### config.mk
export PLATFORM = sky130hd
export DESIGN_NAME = qti_front
export DESIGN_NICKNAME = d
export VERILOG_FILES = /design/src/rtl/qti_pkg.sv /design/src/rtl/qti_front.sv
export SDC_FILE = /design/constraint.sdc
export NUM_CORES = 2
export LEC_CHECK = 0
export BUFFER_PORTS_ARGS = -buffer_cell sky130_fd_sc_hd__buf_2
export CAP_MARGIN = 20
export CORE_ASPECT_RATIO = 0.7
export CORE_MARGIN = 2
export CORE_UTILIZATION = 65
export CTS_CLUSTER_SIZE = 20
export DETAILED_ROUTE_END_ITERATION = 10
export GPL_TIMING_DRIVEN = 0
export MAX_ROUTING_LAYER = met4
export PLACE_DENSITY = 0.83
export SLEW_MARGIN = 30
export SYNTH_ARGS = -nofsm -noshare
export SYNTH_HDL_FRONTEND = slang
export SYNTH_SLANG_ARGS = --single-unit
export TNS_END_PERCENT = 50
### constraint.sdc
create_clock -name clk -period 10 [get_ports clk]
set_input_delay 1 -clock clk [delete_from_list [all_inputs] [get_ports clk]]
set_output_delay 1 -clock clk [all_outputs]
set_load 0.02 [all_outputs]
### src/rtl/qti_pkg.sv
// Shared types, constants and helpers for the quartic table interpolator.
// Used by qti_front, qti_fifo, qti_back and quartic_table_interpolator.
`timescale 1ns / 1ps
`default_nettype none

package qti_pkg;

	// Default sizing of the table and of the fraction
	localparam int INTERVALS_DEF   = 256;
	localparam int FRAC_BITS_DEF   = 16;
	localparam int COEFFS_PER_PIECE = 5;

	// Widest index and fraction fields carried in the queue
	localparam int IDX_MAX_W  = 12;
	localparam int FRAC_MAX_W = 25;

	// Queue between front and back
	localparam int QUEUE_DEPTH = 4;
	localparam int QPTR_W      = $clog2(QUEUE_DEPTH);

	// Slot to interval split: floor(slot / 5) = (slot * 13108) >> 16, exact below 16384
	localparam int DIV5_MUL   = 13108;
	localparam int DIV5_SHIFT = 16;

	// Item operation codes
	localparam logic OP_WRITE = 1'b0;
	localparam logic OP_EVAL  = 1'b1;

	// Configuration register indexes
	localparam int   CFG_IDX_W    = 1;
	localparam logic REG_MIN_ARG  = 1'b0;
	localparam logic REG_STEP_INV = 1'b1;

	localparam logic [31:0] MIN_ARG_RST  = 32'h0000_0000;
	localparam logic [31:0] STEP_INV_RST = 32'h0001_0000;

	// One classified item on its way from front to back
	typedef struct packed {
		logic                  is_eval;
		logic                  wr_en;
		logic [2:0]            wr_pow;
		logic [IDX_MAX_W-1:0]  idx;
		logic [31:0]           data;
		logic [FRAC_MAX_W-1:0] frac;
		logic                  flag;
	} qti_ent_t;

	localparam logic signed [34:0] SAT_MAX = 35'sd2147483647;
	localparam logic signed [34:0] SAT_MIN = -SAT_MAX - 35'sd1;

	// Clamp a grown sum to the signed 32-bit range
	function automatic logic [31:0] sat32(input logic signed [34:0] v);
		logic [31:0] r;
		if (v > SAT_MAX) begin
			r = 32'h7FFF_FFFF;
		end else if (v < SAT_MIN) begin
			r = 32'h8000_0000;
		end else begin
			r = v[31:0];
		end
		return r;
	endfunction

endpackage

`default_nettype wire

### src/rtl/qti_front.sv
// Front end: accepts items, holds the configuration registers, scales x into
// an interval index and fraction, splits write slots. Depends on qti_pkg.
`timescale 1ns / 1ps
`default_nettype none

module qti_front import qti_pkg::*; #(
	parameter int INTERVALS = INTERVALS_DEF,
	parameter int FRAC_BITS = FRAC_BITS_DEF
) (
	input  wire logic                 clk,
	input  wire logic                 arst_n,
	input  wire logic                 cfg_we,
	input  wire logic [CFG_IDX_W-1:0] cfg_index,
	input  wire logic [31:0]          cfg_data,
	input  wire logic                 in_valid,
	output logic                      in_stall,
	input  wire logic                 op,
	input  wire logic [10:0]          coeff_index,
	input  wire logic signed [31:0]   coeff_value,
	input  wire logic signed [31:0]   x,
	input  wire logic                 q_full,
	output logic                      push,
	output qti_ent_t                  push_ent
);

	localparam int          IDX_W   = (INTERVALS > 1) ? $clog2(INTERVALS) : 1;
	localparam logic [31:0] SLOTS   = 32'(COEFFS_PER_PIECE * INTERVALS);
	localparam logic [31:0] TOP_HI  = 32'(INTERVALS);
	localparam logic [IDX_W-1:0] LAST_IDX = IDX_W'(INTERVALS - 1);

	logic [31:0] min_arg_q;
	logic [31:0] step_inv_q;

	logic        v_s1, op_s1, wr_ok_s1;
	logic [32:0] diff_s1;
	logic [31:0] data_s1;
	logic [2:0]  pow_s1;
	logic [8:0]  widx_s1;

	logic        v_s2, op_s2, neg_s2, wr_ok_s2;
	logic [63:0] t_s2;
	logic [31:0] data_s2;
	logic [2:0]  pow_s2;
	logic [8:0]  widx_s2;

	logic        rdy1, rdy2, in_acc;
	logic [32:0] diff;
	logic [24:0] div5_prod;
	logic [8:0]  widx;
	logic [10:0] wbase;
	logic [10:0] wrem;
	logic [31:0] t_hi;

	// Take configuration writes
	always_ff @(posedge clk or negedge arst_n) begin
		if (!arst_n) begin
			min_arg_q  <= MIN_ARG_RST;
			step_inv_q <= STEP_INV_RST;
		end else if (cfg_we) begin
			if (cfg_index == REG_MIN_ARG) begin
				min_arg_q <= cfg_data;
			end
			if (cfg_index == REG_STEP_INV) begin
				step_inv_q <= cfg_data;
			end
		end
	end

	// Stage ready chain; the queue's full flag is registered
	assign rdy2     = !v_s2 || !q_full;
	assign rdy1     = !v_s1 || rdy2;
	assign in_stall = !rdy1;
	assign in_acc   = in_valid && rdy1;

	// Offset from the domain start and slot split
	assign diff      = {x[31], x} - {min_arg_q[31], min_arg_q};
	assign div5_prod = 25'(coeff_index) * 25'(DIV5_MUL);
	assign widx      = div5_prod[DIV5_SHIFT +: 9];
	assign wbase     = {widx, 2'b00} + {2'b00, widx};
	assign wrem      = coeff_index - wbase;

	// Stage 1: register the beat
	always_ff @(posedge clk or negedge arst_n) begin
		if (!arst_n) begin
			v_s1 <= 1'b0;
		end else if (rdy1) begin
			v_s1 <= in_acc;
		end
	end

	always_ff @(posedge clk) begin
		if (rdy1) begin
			op_s1    <= op;
			diff_s1  <= diff;
			data_s1  <= coeff_value;
			wr_ok_s1 <= ({21'b0, coeff_index} < SLOTS);
			pow_s1   <= wrem[2:0];
			widx_s1  <= widx;
		end
	end

	// Stage 2: scale by the inverse step
	always_ff @(posedge clk or negedge arst_n) begin
		if (!arst_n) begin
			v_s2 <= 1'b0;
		end else if (rdy2) begin
			v_s2 <= v_s1;
		end
	end

	always_ff @(posedge clk) begin
		if (rdy2) begin
			op_s2    <= op_s1;
			neg_s2   <= diff_s1[32];
			t_s2     <= 64'(diff_s1[31:0]) * 64'(step_inv_q);
			data_s2  <= data_s1;
			wr_ok_s2 <= wr_ok_s1;
			pow_s2   <= pow_s1;
			widx_s2  <= widx_s1;
		end
	end

	assign t_hi = t_s2[63:32];
	assign push = v_s2 && !q_full;

	// Classify the scaled argument and build the queue entry
	always_comb begin
		push_ent         = '0;
		push_ent.is_eval = (op_s2 == OP_EVAL);
		push_ent.data    = data_s2;
		push_ent.wr_pow  = pow_s2;
		if (op_s2 == OP_EVAL) begin
			if (neg_s2) begin
				push_ent.flag = 1'b1;
			end else if (t_hi >= TOP_HI) begin
				push_ent.idx  = IDX_MAX_W'(LAST_IDX);
				push_ent.frac = FRAC_MAX_W'(1) << FRAC_BITS;
				push_ent.flag = (t_hi > TOP_HI) || (t_s2[31:0] != 32'h0);
			end else begin
				push_ent.idx  = IDX_MAX_W'(t_s2[32 +: IDX_W]);
				push_ent.frac = FRAC_MAX_W'(t_s2[31 -: FRAC_BITS]);
			end
		end else begin
			push_ent.wr_en = wr_ok_s2;
			push_ent.idx   = IDX_MAX_W'(widx_s2);
		end
	end

endmodule

`default_nettype wire

==> results.sh <==
export IMPL_criticalPathCategory="reg -> reg"
export IMPL_drive_above_1_share=0.0703
export IMPL_place_congestion=1.13
export IMPL_rsz0062_at_grt="no"
export IMPL_timing_setup_tns_ns=0
export IMPL_fin_skew_ns=0.0130
export IMPL_grt_use_met2=0.627
export IMPL_max_freq_mhz=105
export IMPL_cts_resized=0
export IMPL_ys_ff_latch=256
export IMPL_core_um2=69600
export IMPL_async_flop_share=0.258
export IMPL_die_y_um=225
export IMPL_grt_max_degree=53
export IMPL_slew_viol_final=0
export IMPL_ant_nets=0
export IMPL_place_hpwl_mm=133
export IMPL_maxCapViolCount=0
export IMPL_cts_tree="built"
export IMPL_numPortBuffers=179
export IMPL_insertion_delay_ns=0.60
export IMPL_nNetsFinal=6194
export IMPL_synth_cells=4566
export IMPL_avgViaCountPerCell=6.05
export IMPL_r2r_slack_ns=0.50
export IMPL_grt_total_usage=0.470
export IMPL_path_clk_slew_ns=0.07
export IMPL_outcome="finished clean"
export IMPL_synthFlopType="edfxtp_1"
export IMPL_period_share=0.950
export IMPL_postCtsSetupBuffers=0
export IMPL_grt_pass1_vias=35300
export IMPL_hold_worst_slack_ns=0.278
export IMPL_grtUsageMet3=0.196
export IMPL_clock_path_buffers=3
export IMPL_io_pins=191
export IMPL_antenna_found_initial=25
export IMPL_drt_total_wl_mm=161
export IMPL_worst_pin_slew_ns=1.15
export IMPL_cts_hold_repair_buffers=0
export IMPL_reg2reg_depth=24
export IMPL_relSlewSlack=0.230
export IMPL_cts_sinks=256
export IMPL_worst_path_max_fanout=10
export IMPL_h_tree_depth=1
export IMPL_synth_top_area_share=0.408
export IMPL_wl_per_cell_um=27.9
export IMPL_synth_edff_count=190
export IMPL_arrival_ns=9.83
export IMPL_cts_buffers=27
export IMPL_final_min_clock_period_ns=9.50
export IMPL_critPathLaunchType="flip-flop"
export IMPL_drc_errors=0
export IMPL_seq_area_frac_synth=0.162
export IMPL_gr_usage_met1=0.606
export IMPL_clock_tree_root_cell="clkbuf_16"
export IMPL_die_w_um=320
export IMPL_r2r_end="t_s2[54]$_DFFE_PP_"
export IMPL_setup_viol=0
export IMPL_vias=34900
export IMPL_netlist_area_um2=45500
export IMPL_grt_pass1_wl_mm=232
export IMPL_overflow=0
export IMPL_yosysUniqueCellTypes=78
export IMPL_drt_iter0_markers=4047
export IMPL_initial_core_util=0.654
export IMPL_yosys_warnings=0
export IMPL_syn_to_final_growth_pct=7.19
export IMPL_hold_violations=0
export IMPL_rows=81
export IMPL_syn_avg_cell_area_um2=9.97
export IMPL_worstSetupEndpointType="flip-flop"
export IMPL_hp_class="in -> async"
export IMPL_dr_pass1_iters=6
export IMPL_yosysTopAreaCell="fa_1"
export IMPL_grt_most_used_layer="met2"
export IMPL_crit_required_ns=10.33
export IMPL_rr_startpoint="step_inv_q[23]$_DFFE_PN0P_"
export IMPL_die_area_um2=72200
export IMPL_synth_area_leaders="fa_1 41%, edfxtp_1 13%, ha_1 9.9%, and2_1 8.8%, inv_1 7.9%"
[layer usage]
metal | up-vias | share of wire
met5 | - | 0
li1 | 14300 | -
met1 | 17500 | 0.37
met3 | 569 | 0.15
met2 | 2518 | 0.41
met4 | 0 | 0.069
[cell usage after synthesis, types with 15 or more instances]
library cell	n
nand2_1	509
clkbuf_1	221
nor2b_1	15
nor2_1	62
inv_1	954
xnor2_1	67
and2_1	639
o21bai_1	19
a21oi_1	89
mux2_2	34
fa_1	929
nor3_1	18
nand3_1	21
o21a_1	18
a21o_1	50
xor2_1	34
edfxtp_1	190
ha_1	361
nand4_1	20
dfrtp_1	65
o21ai_0	72
[worst max-delay path, stage by stage (launching register included)]
cell	delay [ns]
dfrtp_1	0.96
clkbuf_1	0.74
nand2_1	0.18
fa_1	0.57
inv_1	0.05
fa_1	0.49
inv_1	0.06
fa_1	0.53
inv_1	0.06
fa_1	0.65
fa_1	0.50
fa_1	0.55
fa_1	0.60
fa_1	0.42
ha_1	0.28
clkbuf_1	0.18
nand4_1	0.17
nand2b_1	0.22
nor3_1	0.09
a31oi_1	0.58
a21oi_1	0.31
a221oi_2	0.52
o21ai_1	0.19
a41oi_2	0.24
xnor2_1	0.09
[cells by family (layout without fill, tap and decap cells)]
logic type,after synthesis,after routing,share of synthesized area
buf+inv,1199,1434,0.100
compound gates,343,343,0.0502
fa+ha+maj,1290,1290,0.508
xor+xnor,101,101,0.0194
mux,34,34,0.00841
simple gates,1342,1342,0.153
other cells,1,52,0.0000823
flops,256,256,0.162
[through the flow]
stage | util | setup slack (ns) | cells | area (µm²)
floorplan | - | 2.86 | 4576 | 45600
global placement | 0.684 | 0.842 | 5668 | 47600
detailed placement | 0.686 | 0.953 | 5673 | 47800
CTS | 0.699 | 0.926 | 5723 | 48700
global route | 0.701 | 0.408 | 5747 | 48800
finish | 0.701 | 0.498 | 5765 | 48800
[placed cells by master (no fill, tap or decap), types with 11 or more instances in the layout]
cell type / netlist / routed
clkbuf_1: 221 / 197
o21bai_1: 19 / 19
ha_1: 361 / 361
dfrtp_1: 65 / 65
nor2b_1: 15 / 15
a21oi_1: 89 / 89
nand4_1: 20 / 20
conb_1: 1 / 11
clkbuf_16: 0 / 27
nand3_1: 21 / 20
o21ai_1: 11 / 11
and2_1: 639 / 639
edfxtp_1: 190 / 190
mux2_2: 34 / 34
inv_1: 954 / 954
o31ai_1: 13 / 13
o21a_1: 18 / 18
xnor2_1: 67 / 67
nor3_1: 18 / 17
nor2_1: 62 / 62
and3_1: 11 / 11
diode_2: 0 / 41
buf_4: 12 / 13
nor4_1: 13 / 13
nand2b_1: 13 / 13
a21o_1: 50 / 50
buf_2: 7 / 185
nand2_1: 509 / 508
fa_1: 929 / 929
clkbuf_2: 0 / 25
xor2_1: 34 / 34
o21ai_0: 72 / 72
[sequential cells by signal (all words and copies together) (netlist names), 3 cells and up]
| register | count |
|---|---|
| min_arg_q | 32 |
| widx_s1 | 9 |
| pow_s2 | 3 |
| data_s2 | 32 |
| data_s1 | 32 |
| t_s2 | 64 |
| widx_s2 | 9 |
| step_inv_q | 32 |
| diff_s1 | 33 |
| pow_s1 | 3 |
[how the worst max path moves through the flow]
| stage | from | endpoint | slack (ns) | depth (start not counted) |
|---|---|---|---|---|
| finish | step_inv_q[23]$_DFFE_PN0P_ | t_s2[54]$_DFFE_PP_ | 0.50 | 24 |
| global placement | step_inv_q[17]$_DFFE_PN0P_ | t_s2[54]$_DFFE_PP_ | 0.84 | 26 |
| floorplan | diff_s1[26]$_DFFE_PN_ | t_s2[60]$_DFFE_PP_ | 2.86 | 25 |
| CTS | step_inv_q[18]$_DFFE_PN0P_ | t_s2[54]$_DFFE_PP_ | 0.93 | 23 |
| global route | step_inv_q[23]$_DFFE_PN0P_ | t_s2[54]$_DFFE_PP_ | 0.41 | 24 |
| detailed placement | step_inv_q[18]$_DFFE_PN0P_ | t_s2[54]$_DFFE_PP_ | 0.95 | 23 |
[final cells by class]
cell class	instances	area [µm²]
diodes	41	103
plain buffers	244	1000
clock buffers	29	693
clock inverters	21	211
fillers	5214	20800
inverters	955	3580
multi-input cells	3121	33700
flip-flops and latches	256	7360
well taps	913	1140
repair buffers	185	1030
Power is not shown: default switching activity piles up to over one toggle a cycle in this logic, so the estimate is an artifact.
