File: src/rtl/qti_pkg.sv
// Shared types, constants and helpers for the quartic table interpolator.
// Used by qti_front, qti_fifo, qti_back and quartic_table_interpolator.
`timescale 1ns / 1ps
`default_nettype none

package qti_pkg;

	// Default sizing of the table and of the fraction
	localparam int INTERVALS_DEF   = 256;
	localparam int FRAC_BITS_DEF   = 16;
	localparam int COEFFS_PER_PIECE = 5;

	// Widest index and fraction fields carried in the queue
	localparam int IDX_MAX_W  = 12;
	localparam int FRAC_MAX_W = 25;

	// Queue between front and back
	localparam int QUEUE_DEPTH = 4;
	localparam int QPTR_W      = $clog2(QUEUE_DEPTH);

	// Slot to interval split: floor(slot / 5) = (slot * 13108) >> 16, exact below 16384
	localparam int DIV5_MUL   = 13108;
	localparam int DIV5_SHIFT = 16;

	// Item operation codes
	localparam logic OP_WRITE = 1'b0;
	localparam logic OP_EVAL  = 1'b1;

	// Configuration register indexes
	localparam int   CFG_IDX_W    = 1;
	localparam logic REG_MIN_ARG  = 1'b0;
	localparam logic REG_STEP_INV = 1'b1;

	localparam logic [31:0] MIN_ARG_RST  = 32'h0000_0000;
	localparam logic [31:0] STEP_INV_RST = 32'h0001_0000;

	// One classified item on its way from front to back
	typedef struct packed {
		logic                  is_eval;
		logic                  wr_en;
		logic [2:0]            wr_pow;
		logic [IDX_MAX_W-1:0]  idx;
		logic [31:0]           data;
		logic [FRAC_MAX_W-1:0] frac;
		logic                  flag;
	} qti_ent_t;

	localparam logic signed [34:0] SAT_MAX = 35'sd2147483647;
	localparam logic signed [34:0] SAT_MIN = -SAT_MAX - 35'sd1;

	// Clamp a grown sum to the signed 32-bit range
	function automatic logic [31:0] sat32(input logic signed [34:0] v);
		logic [31:0] r;
		if (v > SAT_MAX) begin
			r = 32'h7FFF_FFFF;
		end else if (v < SAT_MIN) begin
			r = 32'h8000_0000;
		end else begin
			r = v[31:0];
		end
		return r;
	endfunction

endpackage

`default_nettype wire

File: src/rtl/qti_fifo.sv
// Short queue of classified items between front and back.
// Depends on qti_pkg for the entry type and depth.
`timescale 1ns / 1ps
`default_nettype none

module qti_fifo import qti_pkg::*; (
	input  wire logic     clk,
	input  wire logic     arst_n,
	input  wire logic     push,
	input  wire qti_ent_t push_ent,
	input  wire logic     pop,
	output qti_ent_t      head,
	output logic          full,
	output logic          empty
);

	qti_ent_t          slot_q [QUEUE_DEPTH];
	logic [QPTR_W-1:0] wr_ptr_q;
	logic [QPTR_W-1:0] rd_ptr_q;
	logic [QPTR_W:0]   count_q;

	assign full  = (count_q == (QPTR_W + 1)'(QUEUE_DEPTH));
	assign empty = (count_q == '0);
	assign head  = slot_q[rd_ptr_q];

	// Store the pushed beat
	always_ff @(posedge clk) begin
		if (push) begin
			slot_q[wr_ptr_q] <= push_ent;
		end
	end

	// Advance pointers and track occupancy
	always_ff @(posedge clk or negedge arst_n) begin
		if (!arst_n) begin
			wr_ptr_q <= '0;
			rd_ptr_q <= '0;
			count_q  <= '0;
		end else begin
			if (push) begin
				wr_ptr_q <= wr_ptr_q + 1'b1;
			end
			if (pop) begin
				rd_ptr_q <= rd_ptr_q + 1'b1;
			end
			if (push && !pop) begin
				count_q <= count_q + 1'b1;
			end else if (pop && !push) begin
				count_q <= count_q - 1'b1;
			end
		end
	end

endmodule

`default_nettype wire

File: config.mk
export PLATFORM = sky130hd
export DESIGN_NAME = qti_fifo
export DESIGN_NICKNAME = d
export VERILOG_FILES = /design/src/rtl/qti_pkg.sv /design/src/rtl/qti_fifo.sv
export SDC_FILE = /design/constraint.sdc
export NUM_CORES = 1
export LEC_CHECK = 0
export BUFFER_PORTS_ARGS = -buffer_cell sky130_fd_sc_hd__buf_4
export CAP_MARGIN = 10
export CORE_ASPECT_RATIO = 1.4
export CORE_MARGIN = 4
export CORE_UTILIZATION = 55
export CTS_CLUSTER_DIAMETER = 120
export CTS_CLUSTER_SIZE = 10
export DETAILED_ROUTE_END_ITERATION = 8
export GPL_TIMING_DRIVEN = 0
export PLACE_DENSITY = 0.77
export SETUP_SLACK_MARGIN = 0.1
export SYNTH_ARGS = -nofsm -noshare
export SYNTH_HDL_FRONTEND = slang
export SYNTH_SLANG_ARGS = --single-unit
export TNS_END_PERCENT = 50
File: constraint.sdc
create_clock -name clk -period 3.5 [get_ports clk]
set_clock_uncertainty 0.05 [all_clocks]
set_input_delay 0.35 -clock clk [delete_from_list [all_inputs] [get_ports clk]]
set_output_delay 0.35 -clock clk [all_outputs]
set_load 0.005 [all_outputs]
==> results.sh, run 1 <==
export IMPL_status="complete, no violations"
export IMPL_synth_top_area_frac=0.801
export IMPL_path_clk_slew_ps=50
export IMPL_ir_worst_vdd_mv=0.497
export IMPL_place_hpwl_um=12700
export IMPL_tns_ps=0
export IMPL_internal_power_mw=8.63
export IMPL_ctsRootBufferMaster="clkbuf_16"
export IMPL_initial_core_util=0.562
export IMPL_clk_latency_ps=500
export IMPL_drtIter0Drc=341
export IMPL_finalNonFillerCells=954
export IMPL_layout_drive_gt1_share=0.415
export IMPL_synth_xor_area_share=0.00467
export IMPL_crit_required_ps=3100
export IMPL_setup_violations=0
export IMPL_regToRegSetupSlack_ps=1540
export IMPL_netlist_area_um2=11200
export IMPL_fp_row_count=61
export IMPL_cts_setup_buffers=0
export IMPL_mostFrequentLayoutCells="edfxtp_1 (300), buf_4 (159), mux4_2 (75)"
export IMPL_die_h_um=177
export IMPL_grt_max_degree=39
export IMPL_vias=5311
export IMPL_die_width_um=129
export IMPL_drc_errors=0
export IMPL_synth_area_top_cells="edfxtp_1 (80%), mux4_2 (15%), dfrtp_1 (1.6%), buf_12 (0.71%), ha_1 (0.56%)"
export IMPL_ys_seq_elements=307
export IMPL_syn_num_nets=511
export IMPL_wl_um=21400
export IMPL_vias_per_cell=5.57
export IMPL_rsz0062_at_grt="false"
export IMPL_switching_power_mw=3.01
export IMPL_power_density_nw_per_um2=803
export IMPL_hold_class="input port to flip-flop"
export IMPL_cts_buffers=36
export IMPL_synth_top_family_by_area="multiplexers"
export IMPL_yosysSeqAreaShare=0.817
export IMPL_first_pass_iters=6
export IMPL_worst_pin_slew_ps=664
export IMPL_synth_simple_gate_area_share=0.00434
export IMPL_cp_data_arrival_time_ps=2070
export IMPL_gr_total_overflow=0
export IMPL_ys_warn_count=0
export IMPL_synth_compound_area_share=0.000445
export IMPL_nets=779
export IMPL_cp_end_kind="primary output"
export IMPL_cts_sinks=307
export IMPL_synth_cell_type_count=20
export IMPL_drv_cap=0
export IMPL_ios=156
export IMPL_layout_commonest_cell="edfxtp_1"
export IMPL_syn_avg_cell_area_um2=26.4
export IMPL_htree_levels=2
export IMPL_grt_pass1_wl_um=33700
export IMPL_synth_top_cell_by_area="edfxtp_1"
export IMPL_power_switching_share=0.258
export IMPL_clock_fmax_ghz=0.405
export IMPL_min_period_ps=2470
export IMPL_combPwrFrac=0.302
export IMPL_antenna_found_initial=1
export IMPL_die_area_um2=22800
export IMPL_area_delta_synth_final_pct=28.8
export IMPL_p_seq_frac=0.429
export IMPL_critPathKind="flip-flop to primary output"
export IMPL_portBuffers=155
export IMPL_relSlewSlack=0.557
export IMPL_cts_max_path_buffers=3
export IMPL_maxSlewViolCount=0
export IMPL_grt_use_total=0.197
export IMPL_ant_nets=0
export IMPL_synthCells=426
export IMPL_path_max_fanout=10
export IMPL_p_leak_nw=5.06
export IMPL_cp_start_kind="flip-flop"
export IMPL_synth_area_mux_share=0.151
export IMPL_cts_tree="built"
export IMPL_hold_violations=0
export IMPL_period_share=0.705
export IMPL_grt_pass1_vias=5943
export IMPL_clock_power_share=0.269
export IMPL_gp_congestion=0.695
export IMPL_dp_cells=837
export IMPL_wl_per_cell_um=22.5
export IMPL_synth_fa_ha_area_frac=0.00734
export IMPL_core_area_um2=20000
[cell usage after synthesis]
cell type	number
mux2_2	1
buf_12	4
buf_1	3
nor3b_1	1
nor2_1	1
mux4_2	75
ha_1	5
and2_1	4
xor2_1	4
nand2_1	2
edfxtp_1	300
nor3_1	1
buf_2	5
fa_1	1
buf_4	4
dfrtp_1	7
o21ai_0	1
xnor2_1	2
inv_1	4
buf_6	1
[metrics by stage]
stage | util | hold slack [ps] | cell area (µm²) | total power, mW | worst slack, ps
2_1_floorplan | - | 4.41 | 11200 | 6.98 | 642
3_3_place_gp | 0.636 | 113 | 12700 | 8.50 | -588
3_5_place_dp | 0.641 | 120 | 12800 | 8.59 | 1480
4_1_cts | 0.724 | 0.826 | 14500 | 11.8 | 951
5_1_grt | 0.724 | 2.03 | 14500 | 12.2 | 913
6_report | 0.724 | 22.8 | 14500 | 11.6 | 1030
[power by group through the flow]
| stage | clock network [mW] | logic [mW] | registers [mW] |
|---|---|---|---|
| floorplan | 0 | 1.95 | 5.04 |
| global placement | 0 | 3.40 | 5.10 |
| detailed placement | 0 | 3.53 | 5.06 |
| CTS | 3.21 | 3.61 | 5.00 |
| global route | 3.38 | 3.79 | 5.05 |
| finish | 3.13 | 3.51 | 4.99 |
[cell families (layout without fill, tap and decap cells)]
| group | count (synthesis) | after routing |
|---|---|---|
| mux | 76 | 76 |
| compound gates | 1 | 1 |
| flops | 307 | 307 |
| buf+inv | 21 | 296 |
| fa+ha+maj | 6 | 6 |
| other cells | 0 | 1 |
| xor+xnor | 6 | 6 |
| simple gates | 9 | 9 |
[path summary, 6_finish.rpt]
| kind | startpoint | end | cells after the start |
|---|---|---|---|
| setup / recovery | rd_ptr_q[1]$_DFFE_PN0P_ | head[44] | 4 |
| min in group asynchronous | arst_n | count_q[1]$_DFFE_PN0P_ | 2 |
| hold / removal | push_ent[19] | slot_q[2][19]$_DFFE_PP_ | 1 |
| hold reg to reg | count_q[2]$_DFFE_PN0P_ | count_q[2]$_DFFE_PN0P_ | 1 |
| max in group asynchronous | arst_n | rd_ptr_q[0]$_DFFE_PN0P_ | 2 |
| setup reg to reg | wr_ptr_q[0]$_DFFE_PN0P_ | slot_q[2][24]$_DFFE_PP_ | 4 |
[sequential cells by signal, summed over array words and instances, names as in the netlist]
register and cells:
wr_ptr_q 2, count_q 3, slot_q 300, rd_ptr_q 2
[metal layers]
| metal | global-route usage | vias up | part of all wire |
|---|---|---|---|
| met5 | 0 | - | 0 |
| met4 | 0.0687 | 0 | 0.029 |
| met3 | 0.0393 | 43 | 0.054 |
| met2 | 0.347 | 179 | 0.56 |
| met1 | 0.243 | 2740 | 0.36 |
| li1 | - | 2349 | - |
[cell type report]
cell class | instances | area (µm²)
Antenna cell | 1 | 2.50
Multi-Input combinational cell | 98 | 1900
Tap cell | 252 | 315
Sequential cell | 307 | 9180
Clock inverter | 1 | 5.00
Timing Repair Buffer | 230 | 1950
Buffer | 17 | 158
Clock buffer | 44 | 952
Fill cell | 1139 | 5510
Inverter | 4 | 15.0
[worst max-delay path, stage by stage, from the launching register on]
cell     delay (ps)
dfrtp_1         390
buf_2           300
buf_2           330
mux4_2          390
buf_4           160
[repair_timing]
item | 4_1_cts | 5_1_grt
resized for setup | 0 | 0
hold buffers | 71 | 0
endpoints found under the hold margin | 275 | 0
(Power assumes the default switching activity.)
==> inputs of run 2 (changes only) <==
Clock period 3.5 ns to 2.3 ns, I/O delays scaled along.
==> run 2 against run 1 <==
  * Count of clock-buffer cells in the layout is 4 higher
  * Total power is 57% higher
  * Sequential cell count stayed put
  * Global-route usage is 0.12 points higher
  * Via count is 0.83% higher
  * Routed wire length is 2.2% higher
  * Largest power group unchanged
  * Critical endpoint is now head[38]
  * Largest cell class unchanged
  * Sequential power is 53% higher
  * Register-to-register slack worse by 1100 ps
  * Worst hold slack better by 37 ps
  * Highest routed layer unchanged
  * Design area is 2.4% higher
  * Sequential share of layout area is 1.5 points lower
  * Die area stayed put
==> results.sh, run 2 (synthesis gave the netlist of run 1 again) <==
export IMPL_mostFrequentLayoutCells="edfxtp_1 (300), buf_4 (139), dlygate4sd3_1 (78)"
export IMPL_crit_required_ps=2020
export IMPL_die_area_um2=22800
export IMPL_place_hpwl_um=13000
export IMPL_p_leak_nw=5.21
export IMPL_cp_data_arrival_time_ps=1960
export IMPL_vias_per_cell=5.51
export IMPL_ir_worst_vdd_mv=0.803
export IMPL_htree_levels=2
export IMPL_grt_pass1_vias=6053
export IMPL_maxSlewViolCount=0
export IMPL_area_delta_synth_final_pct=31.8
export IMPL_clk_latency_ps=480
export IMPL_gr_total_overflow=0
export IMPL_largest_reg_flops=300
export IMPL_largest_register="slot_q"
export IMPL_total_power_mw=18.3
export IMPL_grt_pass1_wl_um=34000
export IMPL_grt_use_total=0.198
export IMPL_cts_buffers=36
export IMPL_cts_sinks=307
export IMPL_drv_cap=0
export IMPL_die_width_um=129
export IMPL_antenna_cells=0
export IMPL_drc_errors=0
export IMPL_cts_tree="built"
export IMPL_relSlewSlack=0.759
export IMPL_fillers=1107
export IMPL_fp_row_count=61
export IMPL_reg_largest_list="slot_q: 300 flops, count_q: 3 flops"
export IMPL_setup_worst_path_start="rd_ptr_q[0]$_DFFE_PN0P_"
export IMPL_gp_congestion=0.738
export IMPL_wl_um=21900
export IMPL_power_density_nw_per_um2=1230
export IMPL_layout_commonest_cell="edfxtp_1"
export IMPL_drtIter0Drc=415
export IMPL_initial_core_util=0.562
export IMPL_core_area_um2=20000
export IMPL_hold_class="input port to async pin"
export IMPL_cp_start_kind="flip-flop"
export IMPL_wl_per_cell_um=22.5
export IMPL_period_share=0.973
export IMPL_ctsRootBufferMaster="clkbuf_16"
export IMPL_dp_cells=837
export IMPL_portBuffers=155
export IMPL_path_max_fanout=10
export IMPL_critPathKind="flip-flop to primary output"
export IMPL_finalNonFillerCells=972
export IMPL_grt_max_degree=61
export IMPL_cp_end_kind="primary output"
export IMPL_cts_max_path_buffers=3
export IMPL_first_pass_iters=4
export IMPL_setup_violations=0
export IMPL_antenna_found_initial=0
export IMPL_min_period_ps=2240
export IMPL_rsz0062_at_grt="true"
export IMPL_vias=5355
export IMPL_layout_drive_gt1_share=0.419
export IMPL_status="complete, no violations"
export IMPL_die_h_um=177
export IMPL_path_clk_slew_ps=50
export IMPL_clock_fmax_ghz=0.447
export IMPL_ios=156
export IMPL_r2r_start="wr_ptr_q[1]$_DFFE_PN0P_"
export IMPL_nets=794
export IMPL_hold_violations=0
export IMPL_ant_nets=0
export IMPL_worst_pin_slew_ps=362
export IMPL_worst_hold_slack_ps=59.8
run 2: cell types whose count changed in the layout (fill, tap and decap cells not counted), sizes merged:
cell	previous run	this run
buf	176	182
clkbuf	44	50
dlygate4sd3	71	78
diode	1	0
run 2: power by group:
| part | internal [mW] | switching, mW |
|---|---|---|
| registers | 7.32 | 0.282 |
| clock network | 2.89 | 1.88 |
| logic | 3.36 | 2.53 |
run 2: layout make-up:
class                   instances  area [µm²]  area share
well taps                     252         315      0.0213
multi-input cells              98        1900       0.128
clock inverters                 1        5.00    0.000338
inverters                       4        15.0     0.00101
repair buffers                245        2270       0.153
clock buffers                  48         967      0.0652
plain buffers                  17         174      0.0117
flip-flops and latches        307        9180       0.619
run 2: critical path, cell delays in order, from the launching register on:
cell and delay (ps):
dfrtp_1 340, buf_6 140, buf_12 160, buf_12 130, mux4_2 550, buf_6 140
run 2: path summary, 6_finish.rpt:
kind / endpoint / slack (ps) / depth (start not counted)
max in group asynchronous: count_q[0]$_DFFE_PN0P_ / 2020 / 2
min in group clk: slot_q[1][68]$_DFFE_PP_ / 430 / 2
worst max-delay path: head[38] / 60 / 5
worst max register to register: slot_q[1][1]$_DFFE_PP_ / 490 / 4
worst min register to register: count_q[2]$_DFFE_PN0P_ / 480 / 1
worst min-delay path: count_q[2]$_DFFE_PN0P_ / 60 / 2
run 2: per-layer routing:
| metal | vias up | share of wire | global-route usage |
|---|---|---|---|
| met2 | 157 | 0.56 | 0.355 |
| met4 | 0 | 0.024 | 0.0661 |
| met3 | 36 | 0.050 | 0.0371 |
| met5 | - | 0 | 0 |
| li1 | 2391 | - | - |
| met1 | 2771 | 0.37 | 0.243 |
run 2: timing repair:
action,4_1_cts,5_1_grt
endpoints found under the hold margin,311,0
hold buffers,78,0
setup endpoints to repair,69,73
gates resized for setup,36,3
cloned,0,2
pin swaps,0,0
buffers inserted,3,3
run 2: metrics by stage:
stage	instance area (µm²)	TNS, ps	util	setup WS [ps]
2_1_floorplan	11200	-76210	-	-542
3_3_place_gp	12700	-327480	0.636	-1830
3_5_place_dp	12800	0	0.642	387
4_1_cts	14700	0	0.737	7.48
5_1_grt	14800	-28.0	0.741	-13.1
6_report	14800	0	0.741	62.4
==> inputs of run 3 (changes only) <==
Settings changed: CORE_UTILIZATION 55 to 51, PLACE_DENSITY 0.77 to 0.75.
Clock period 2.3 ns to 1.9 ns, I/O delays scaled along.
==> run 3 against run 2 <==
  * The flow now finishes with violations (setup timing)
  * Final cell count increased by 5.7%
  * Non-clock buffer count increased by 9
  * Core utilization decreased by 4.6 points
  * Routed wire length increased by 7.7%
  * Setup slack got worse by 380 ps
  * Largest cell class unchanged
  * Largest power group unchanged
==> results.sh, run 3 (synthesis gave the netlist of run 1 again) <==
export IMPL_layout_commonest_cell="edfxtp_1"
export IMPL_ir_worst_vdd_mv=0.959
export IMPL_die_width_um=134
export IMPL_grt_use_total=0.188
export IMPL_dp_slack_ps=-210
export IMPL_r2r_start="wr_ptr_q[0]$_DFFE_PN0P_"
export IMPL_path_clk_slew_ps=50
export IMPL_portBuffers=155
export IMPL_gp_congestion=0.727
export IMPL_initial_core_util=0.516
export IMPL_hold_class="input port to flip-flop"
export IMPL_die_h_um=184
export IMPL_vias_per_cell=5.35
export IMPL_ctsRootBufferMaster="clkbuf_16"
export IMPL_worstRegToRegCells=3
export IMPL_grt_pass1_vias=6109
export IMPL_path_max_fanout=7
export IMPL_crit_path_frequent_cell="buf_12"
export IMPL_rsz0062_at_grt="true"
export IMPL_grt_max_degree=41
export IMPL_fillers=1320
export IMPL_first_pass_iters=4
export IMPL_wl_per_cell_um=23.0
export IMPL_place_hpwl_um=12600
export IMPL_wl_um=23600
export IMPL_crit_required_ps=1660
export IMPL_gr_total_overflow=0
export IMPL_cp_num_cells=5
export IMPL_clock_fmax_ghz=0.450
export IMPL_design_area_um2=15200
export IMPL_cts_sinks=307
export IMPL_min_period_ps=2220
export IMPL_total_power_mw=23.0
export IMPL_setup_violations=75
export IMPL_cp_start_kind="flip-flop"
export IMPL_critPathKind="flip-flop to primary output"
export IMPL_largest_reg_flops=300
export IMPL_cp_end_kind="primary output"
export IMPL_drc_errors=0
export IMPL_place_area_um2=12800
export IMPL_p_leak_nw=5.33
export IMPL_nets=807
export IMPL_relSlewSlack=0.571
export IMPL_crit_buf_inv=4
export IMPL_period_share=1.17
export IMPL_layout_drive_gt1_share=0.440
export IMPL_cp_data_arrival_time_ps=1980
export IMPL_worst_pin_slew_ps=644
export IMPL_cp_top_family="buffers and inverters"
export IMPL_antenna_cells=0
export IMPL_maxSlewViolCount=0
export IMPL_drtIter0Drc=385
export IMPL_die_area_um2=24500
export IMPL_vias=5497
export IMPL_cts_tree="built"
export IMPL_core_area_um2=21800
export IMPL_htree_levels=2
export IMPL_fin_ws_ps=-321
export IMPL_ios=156
export IMPL_drv_cap=0
export IMPL_critPathMaxStageDelay_ps=550
export IMPL_power_density_nw_per_um2=1510
export IMPL_cts_buffers=36
export IMPL_antenna_found_initial=0
export IMPL_violations="setup timing"
export IMPL_slowest_stage="mux4_2"
export IMPL_path_cells="buf_8 -> buf_12 -> buf_12 -> mux4_2 -> buf_6"
export IMPL_mostFrequentLayoutCells="edfxtp_1 (300), buf_4 (121), dlygate4sd3_1 (79)"
export IMPL_hp_start="push_ent[35]"
export IMPL_clk_latency_ps=490
export IMPL_area_delta_synth_final_pct=34.8
export IMPL_cts_max_path_buffers=3
export IMPL_largest_register="slot_q"
export IMPL_ant_nets=0
export IMPL_reg_largest_list="slot_q: 300 flops, count_q: 3 flops"
export IMPL_grt_pass1_wl_um=35100
export IMPL_hold_depth=2
export IMPL_hold_violations=0
export IMPL_fp_row_count=64
export IMPL_status="finished, violations left"
export IMPL_worst_hold_slack_ps=392
export IMPL_setup_worst_path_start="rd_ptr_q[0]$_DFFE_PN0P_"
-- run 3: power by group --
part           internal [mW]  total (mW)  switching (mW)
combinational           4.61        7.89            3.29
sequential              8.88        9.23           0.355
clock                   3.48        5.83            2.35
total                   17.0        23.0            5.99
-- run 3: area by class of cell --
class	instances	area, µm²	share of cell area
inverter	4	15.0	0.000991
multi-input combinational	102	1930	0.128
clock inverter	3	22.5	0.00149
sequential	307	9190	0.606
buffer	17	219	0.0144
tap	297	372	0.0245
clock buffer	43	948	0.0626
timing repair buffer	254	2460	0.162
-- run 3: worst paths after layout --
path / end / slack (ps)
worst max-delay path: head[49] / -320
worst min-delay path: slot_q[0][35]$_DFFE_PP_ / 390
worst max register to register: slot_q[0][33]$_DFFE_PP_ / 190
worst min register to register: count_q[2]$_DFFE_PN0P_ / 460
max in group asynchronous: wr_ptr_q[0]$_DFFE_PN0P_ / 910
min in group asynchronous: rd_ptr_q[0]$_DFFE_PN0P_ / 630
-- run 3: timing repair --
action,in CTS,in global routing
cloned,3,8
buffers inserted,5,6
setup endpoints to repair,305,268
hold buffers,79,0
resized for setup,49,28
endpoints found under the hold margin,311,0
-- run 3: layer usage --
layer  up-vias  global-route usage  wire [µm]
met2       146               0.349      13400
met3        32              0.0320        851
met4         0              0.0498        422
li1       2415                   -          -
met1      2904               0.231       8910
met5         -                   0          0
-- run 3: metrics by stage --
| step | setup TNS [ps] | utilization | std cells |
|---|---|---|---|
| after floorplan | -13150 | - | 426 |
| after global placement | -132470 | 0.587 | 878 |
| after detailed placement | -30530 | 0.590 | 880 |
| after CTS | -23720 | 0.682 | 1013 |
| after global routing | -25880 | 0.696 | 1027 |
| final | -20260 | 0.696 | 1027 |
